### src/rtl/itoa_pkg.sv
// Shared types and constants for the signed integer to decimal ASCII converter.
`timescale 1ns / 1ps

package itoa_pkg;

	localparam int VALUE_W    = 32;
	localparam int CHAR_W     = 8;
	localparam int NUM_DIGITS = 10;
	localparam int BCD_W      = 4 * NUM_DIGITS;

	localparam logic [CHAR_W-1:0] CHAR_MINUS = 8'd45;
	localparam logic [CHAR_W-1:0] CHAR_ZERO  = 8'd48;

	typedef enum logic [2:0] {
		ST_IDLE,
		ST_CONV,
		ST_TRIM,
		ST_SIGN,
		ST_DIGIT
	} state_t;

endpackage

### src/rtl/signed_int_to_decimal_ascii.sv
// Converts a signed 32-bit integer to its decimal ASCII text, one character per output transfer.
`timescale 1ns / 1ps
// A taken value runs through bit-serial double dabble, then leading zeros are dropped,
// then the sign (for a negative value) and the digits are sent, most significant first.
// One value at a time: a new value is taken only after the last digit of the previous
// text has been loaded into the output register.
// Characters leave through a single output register, one per cycle while tready is high.
// Reset: arst_n clears the controller to idle and the output register to empty.
module signed_int_to_decimal_ascii (
	input  logic        clk,
	input  logic        arst_n,
	input  logic        s_axis_tvalid,
	output logic        s_axis_tready,
	input  logic [31:0] s_axis_tdata,   // value[31:0]
	output logic        m_axis_tvalid,
	input  logic        m_axis_tready,
	output logic [7:0]  m_axis_tdata,   // character[7:0]
	output logic        m_axis_tlast    // last
);

	itoa_pkg::state_t state_q, state_d;

	logic [itoa_pkg::VALUE_W-1:0] mag_q, mag_d;
	logic [itoa_pkg::BCD_W-1:0]   bcd_q, bcd_d;
	logic                         neg_q, neg_d;
	logic [4:0]                   bit_cnt_q, bit_cnt_d;
	logic [3:0]                   dig_cnt_q, dig_cnt_d;

	logic                         out_valid_q, out_valid_d;
	logic [itoa_pkg::CHAR_W-1:0]  out_char_q, out_char_d;
	logic                         out_last_q, out_last_d;

	logic                         in_accept;
	logic                         out_free;
	logic [itoa_pkg::BCD_W-1:0]   bcd_adj;
	logic [3:0]                   top_digit;

	assign s_axis_tready = (state_q == itoa_pkg::ST_IDLE);
	assign in_accept     = s_axis_tvalid && s_axis_tready;
	assign out_free      = !out_valid_q || m_axis_tready;
	assign top_digit     = bcd_q[itoa_pkg::BCD_W-1 -: 4];

	assign m_axis_tvalid = out_valid_q;
	assign m_axis_tdata  = out_char_q;
	assign m_axis_tlast  = out_last_q;

	// Add-3 correction on every BCD digit before the next shift; digits are independent.
	always_comb begin
		for (int i = 0; i < itoa_pkg::NUM_DIGITS; i++) begin
			if (bcd_q[4*i +: 4] >= 4'd5) begin
				bcd_adj[4*i +: 4] = bcd_q[4*i +: 4] + 4'd3;
			end else begin
				bcd_adj[4*i +: 4] = bcd_q[4*i +: 4];
			end
		end
	end

	always_comb begin
		state_d     = state_q;
		mag_d       = mag_q;
		bcd_d       = bcd_q;
		neg_d       = neg_q;
		bit_cnt_d   = bit_cnt_q;
		dig_cnt_d   = dig_cnt_q;
		out_valid_d = out_valid_q && !m_axis_tready;
		out_char_d  = out_char_q;
		out_last_d  = out_last_q;
		unique case (state_q)
			itoa_pkg::ST_IDLE: begin
				if (in_accept) begin
					neg_d     = s_axis_tdata[itoa_pkg::VALUE_W-1];
					// Unsigned negate keeps the most negative value exact.
					mag_d     = s_axis_tdata[itoa_pkg::VALUE_W-1] ? (~s_axis_tdata + 32'd1)
					                                              : s_axis_tdata;
					bcd_d     = '0;
					bit_cnt_d = 5'(itoa_pkg::VALUE_W - 1);
					state_d   = itoa_pkg::ST_CONV;
				end
			end
			itoa_pkg::ST_CONV: begin
				bcd_d = {bcd_adj[itoa_pkg::BCD_W-2:0], mag_q[itoa_pkg::VALUE_W-1]};
				mag_d = {mag_q[itoa_pkg::VALUE_W-2:0], 1'b0};
				if (bit_cnt_q == 5'd0) begin
					dig_cnt_d = 4'(itoa_pkg::NUM_DIGITS);
					state_d   = itoa_pkg::ST_TRIM;
				end else begin
					bit_cnt_d = bit_cnt_q - 5'd1;
				end
			end
			itoa_pkg::ST_TRIM: begin
				// Drop leading zeros but always keep the units digit.
				if (top_digit == 4'd0 && dig_cnt_q > 4'd1) begin
					bcd_d     = {bcd_q[itoa_pkg::BCD_W-5:0], 4'd0};
					dig_cnt_d = dig_cnt_q - 4'd1;
				end else if (neg_q) begin
					state_d = itoa_pkg::ST_SIGN;
				end else begin
					state_d = itoa_pkg::ST_DIGIT;
				end
			end
			itoa_pkg::ST_SIGN: begin
				if (out_free) begin
					out_valid_d = 1'b1;
					out_char_d  = itoa_pkg::CHAR_MINUS;
					out_last_d  = 1'b0;
					state_d     = itoa_pkg::ST_DIGIT;
				end
			end
			itoa_pkg::ST_DIGIT: begin
				if (out_free) begin
					out_valid_d = 1'b1;
					out_char_d  = itoa_pkg::CHAR_ZERO + {4'd0, top_digit};
					out_last_d  = (dig_cnt_q == 4'd1);
					bcd_d       = {bcd_q[itoa_pkg::BCD_W-5:0], 4'd0};
					dig_cnt_d   = dig_cnt_q - 4'd1;
					if (dig_cnt_q == 4'd1) begin
						state_d = itoa_pkg::ST_IDLE;
					end
				end
			end
			default: begin
				state_d = itoa_pkg::ST_IDLE;
			end
		endcase
	end

	always_ff @(posedge clk or negedge arst_n) begin
		if (!arst_n) begin
			state_q     <= itoa_pkg::ST_IDLE;
			out_valid_q <= 1'b0;
			bit_cnt_q   <= '0;
			dig_cnt_q   <= '0;
		end else begin
			state_q     <= state_d;
			out_valid_q <= out_valid_d;
			bit_cnt_q   <= bit_cnt_d;
			dig_cnt_q   <= dig_cnt_d;
		end
	end

	always_ff @(posedge clk) begin
		mag_q      <= mag_d;
		bcd_q      <= bcd_d;
		neg_q      <= neg_d;
		out_char_q <= out_char_d;
		out_last_q <= out_last_d;
	end

	// An accepted value always starts a full 32-step conversion.
	assert property (@(posedge clk) disable iff (!arst_n)
		in_accept |=> (state_q == itoa_pkg::ST_CONV) && (bit_cnt_q == 5'd31))
		else $error("conversion did not start after input request");

	// After the correction steps every digit handed to the output is a valid decimal digit.
	assert property (@(posedge clk) disable iff (!arst_n)
		(state_q == itoa_pkg::ST_DIGIT) |-> (top_digit <= 4'd9))
		else $error("invalid BCD digit at output");

	// The digit count stays within one to ten while characters are pending.
	assert property (@(posedge clk) disable iff (!arst_n)
		(state_q == itoa_pkg::ST_TRIM || state_q == itoa_pkg::ST_SIGN ||
		 state_q == itoa_pkg::ST_DIGIT) |-> (dig_cnt_q >= 4'd1 && dig_cnt_q <= 4'd10))
		else $error("digit count out of range");

	// The last character of a run is always a digit, never the sign.
	assert property (@(posedge clk) disable iff (!arst_n)
		(m_axis_tvalid && m_axis_tlast) |-> (m_axis_tdata != itoa_pkg::CHAR_MINUS))
		else $error("sign character flagged as last");

endmodule

### config.mk
export PLATFORM = sky130hd
export DESIGN_NAME = signed_int_to_decimal_ascii
export DESIGN_NICKNAME = d
export VERILOG_FILES = /design/src/rtl/itoa_pkg.sv /design/src/rtl/signed_int_to_decimal_ascii.sv
export SDC_FILE = /design/constraint.sdc
export NUM_CORES = 1
export LEC_CHECK = 0
export ABC_AREA = 0
export BUFFER_PORTS_ARGS = -buffer_cell sky130_fd_sc_hd__buf_4
export CAP_MARGIN = 20
export CELL_PAD_IN_SITES_DETAIL_PLACEMENT = 0
export CELL_PAD_IN_SITES_GLOBAL_PLACEMENT = 1
export CORE_UTILIZATION = 43
export CTS_CLUSTER_SIZE = 40
export DETAILED_ROUTE_END_ITERATION = 10
export GPL_TIMING_DRIVEN = 0
export HOLD_SLACK_MARGIN = 0.1
export MAX_ROUTING_LAYER = met4
export PLACE_DENSITY = 0.88
export SYNTH_ARGS = -nofsm -noshare
export SYNTH_HDL_FRONTEND = slang
export SYNTH_SLANG_ARGS = --single-unit
export TNS_END_PERCENT = 50
### constraint.sdc
create_clock -name clk -period 3 [get_ports clk]
set_clock_uncertainty 0.05 [all_clocks]
set_input_delay 0.45 -clock clk [delete_from_list [all_inputs] [get_ports clk]]
set_output_delay 0.45 -clock clk [all_outputs]
set_load 0.03 [all_outputs]
==> results_dict.tcl <==
set metrics [dict create \
    synth-xor-area-share_pct 6.744 \
    syn_avg_cell_area_sq_um 9.989 \
    clk_pin_slew_ps 60 \
    grtUsageTotal_pct 20.14 \
    setup_viol 0 \
    intPower_mw 4.228 \
    overflow 0 \
    drt_iter0_drc 186 \
    drc_errors 0 \
    p_sw_mw 2.900 \
    post-route-period-util_pct 87.22 \
    tightest_slew_ps 903.1 \
    die_area_sq_um 13450 \
    hold_viol 0 \
    placed_cells 775 \
    power_frac_seq_pct 40.3 \
    period_needed_ps 2617 \
    wirelength_um 12280 \
    drive_above_1_share_pct 12.40 \
    gp_congestion 0.8727 \
    synth-seq-area-share_pct 48.31 \
    cts.path.max_buffers 2 \
    vias_per_cell 5.405 \
    finalMaxSlewViolations 0 \
    vias 4286 \
    status "complete, no violations" \
    leakagePower_nw 2.477 \
    synthTopCellsByArea "edfxtp_1 (42%), dfrtp_1 (5.8%), ha_1 (5.4%), xor2_1 (4.7%), o21ai_0 (4.6%)" \
    pwr-share-clk_pct 14.1 \
    die_w_um 116.0 \
    powerDensity_nw_per_um2 1110 \
    yosys.area_share.adder_pct 5.378 \
    async_flop_share_pct 14.13 \
    h-tree-depth 3 \
    dpl_cell_area_sq_um 6133 \
    rsz0062_at_grt "no" \
    ys_seq_elements 92 \
    nets 676 \
    port_buffers 43 \
    fin_area_sq_um 6424 \
    relSlewSlack_pct 38.94 \
    synth_top_family_by_area "compound AO/OA/AOI/OAI gates" \
    swShare_pct 40.68 \
    grt_pass1_vias 4091 \
    path_max_fanout 10 \
    place_ws_ps -630.3 \
    finalWorstSetupSlack_ps 383.3 \
    muxShareOfSynthArea_pct 0.8290 \
    cts_tree "built" \
    synth_compound_area_share_pct 18.82 \
    post_cts_buffers 0 \
    dp_hpwl_um 8890 \
    io-pin-count 47 \
    ff2ff_path_depth 6 \
    finalPower_mw 7.128 \
    grt_first_pass_wirelength_um 20200 \
    grt_max_degree 41 \
    startpoint_type "register" \
    critical_path_class "reg -> reg" \
    synth-edff-count 79 \
    crit_required_ps 3140 \
    synth_cells 559 \
    stdcell_count 793 \
    worstHoldPathType "in -> reg" \
    ys.flop_type "edfxtp_1" \
    synth_cell_types 54 \
    whs_path_depth 1 \
    vdd_drop_max_mv 0.5313 \
    netlist_area_sq_um 5584 \
    firstDrtPassIters 5 \
    antenna_found_initial 0 \
    antennaDiodeCount 0 \
    pwr-share-comb_pct 45.5 \
    core_sq_um 12620 \
    wl_per_cell_um 15.49 \
    max_freq_mhz 382.2 \
    cts-root-buf "clkbuf_16" \
    die_y_um 116.0 \
    core.rowCount 41 \
    yosys.area.top_type_share_pct 42.48 \
    cts.sinks 92 \
    setup.worst_path.end_class "register" \
    start_util_pct 44.25 \
    synth-simple-area-share_pct 15.06 \
    drt.antenna.violating_nets 0 \
    yosysWarnings 0 \
    drv_cap 0 \
    yosys.area.top_type "edfxtp_1" \
    cts_buffers 9 \
    synthToLayoutAreaGrowth_pct 15.03 \
    clk_latency_ps 340 \
    worstPathArrival_ps 2750 \
]
-- cells in the mapped netlist, drive strengths merged (3+ instances only) --
| master | instances |
|---|---|
| inv | 35 |
| nand2b | 17 |
| nor4 | 5 |
| nor3 | 9 |
| a22oi | 3 |
| o21ai | 57 |
| ha | 24 |
| or3b | 4 |
| nand2 | 53 |
| a21oi | 47 |
| o31ai | 12 |
| xnor2 | 13 |
| or3 | 4 |
| nor3b | 16 |
| edfxtp | 79 |
| or2 | 5 |
| clkbuf | 22 |
| o32ai | 3 |
| xor2 | 30 |
| nor2b | 7 |
| dfrtp | 13 |
| nor2 | 31 |
| o22ai | 13 |
| buf | 8 |
| a22o | 9 |
| o41ai | 12 |
-- cell type report --
| class | instances | area [sq um] |
|---|---|---|
| buffer | 30 | 133.9 |
| clock inverter | 3 | 13.76 |
| fill | 1183 | 6196 |
| clock buffer | 13 | 240.2 |
| sequential | 92 | 2698 |
| inverter | 35 | 131.4 |
| tap | 172 | 215.2 |
| timing repair buffer | 44 | 332.8 |
| multi-input combinational | 404 | 2659 |
-- through the flow --
stage | hold slack (ps) | utilization (%) | TNS, ps
finish | 280.6 | 50.90 | 0
global route | 276.2 | 50.90 | 0
CTS | 269.5 | 50.82 | 0
detailed placement | 258.1 | 48.60 | -25150
global placement | 252.3 | 48.60 | -22740
floorplan | 104.4 | - | 0
-- timing repair --
item,CTS,global route
hold buffers,1,0
gates resized for setup,3,3
endpoints found under the hold margin,13,0
gates cloned,0,1
pin swaps,1,1
endpoints found under the setup margin,40,40
-- flip-flops by register name, indices dropped and copies added, names as in the netlist --
name and flops:
bcd_q 40, mag_q 32, bit_cnt_q 5, m_axis_tdata 5, dig_cnt_q 4, state_q 3, m_axis_tlast 1, m_axis_tvalid 1
neg_q 1
-- path summary, 6_finish.rpt --
kind	from	endpoint	slack [ps]
hold / removal	s_axis_tdata[31]	neg_q$_DFFE_PP_	280
max in group asynchronous	arst_n	dig_cnt_q[2]$_DFFE_PN0P_	2290
hold reg to reg	bit_cnt_q[0]$_DFFE_PN0P_	bit_cnt_q[0]$_DFFE_PN0P_	450
min in group asynchronous	arst_n	bit_cnt_q[0]$_DFFE_PN0P_	440
setup reg to reg	state_q[2]$_DFFE_PN0P_	mag_q[9]$_DFFE_PP_	380
setup / recovery	state_q[2]$_DFFE_PN0P_	mag_q[9]$_DFFE_PP_	380
-- power groups by stage --
stage | logic (mW) | clock network, mW | registers (mW)
6_report | 3.24 | 1.01 | 2.88
5_1_grt | 3.67 | 1.07 | 2.95
4_1_cts | 3.23 | 1.03 | 2.88
3_5_place_dp | 3.18 | 0 | 2.91
3_3_place_gp | 3.05 | 0 | 2.87
2_1_floorplan | 2.36 | 0 | 2.80
-- critical path, stage by stage (launching register included) --
cell	delay (ps)
dfrtp_1	380
clkbuf_1	220
nor3b_1	610
clkbuf_1	540
clkbuf_1	450
nand2_1	120
o21ai_0	90
-- cells by family after synthesis --
family | after synthesis
other cells | 2
xor+xnor | 43
mux | 4
simple gates | 163
compound gates | 166
buf+inv | 65
fa+ha+maj | 24
flops | 92
-- layer usage --
layer | vias to the layer above | share of wire [%] | GRT usage [%] | wire length [um]
met3 | 4 | 4.6 | 4.393 | 561
met1 | 2026 | 46 | 25.44 | 5637
met5 | - | 0 | - | 0
met2 | 113 | 49 | 33.29 | 6019
li1 | 2143 | - | - | -
met4 | 0 | 0.53 | 4.103 | 65
-- layout by cell type (no fill, tap or decap), drive strengths merged, types with 2 or more instances in the layout --
cell type,instances
nor3b,16
xor2,30
o21ai,57
nand2,53
edfxtp,79
clkbuf,36
nor4,5
xnor2,13
a22o,9
or3b,4
a22oi,3
mux2i,2
o41ai,12
clkinv,3
nor3,9
and3,2
dfrtp,13
nand3,2
or2,6
or3,4
nor2b,7
a21oi,47
o32ai,3
mux2,2
o22ai,13
conb,3
or4,2
nor2,31
o31ai,12
nand4b,2
nand2b,17
buf,50
ha,24
inv,35
a221oi,2
and2,2
Note: power is estimated with default switching activity, not from simulation.
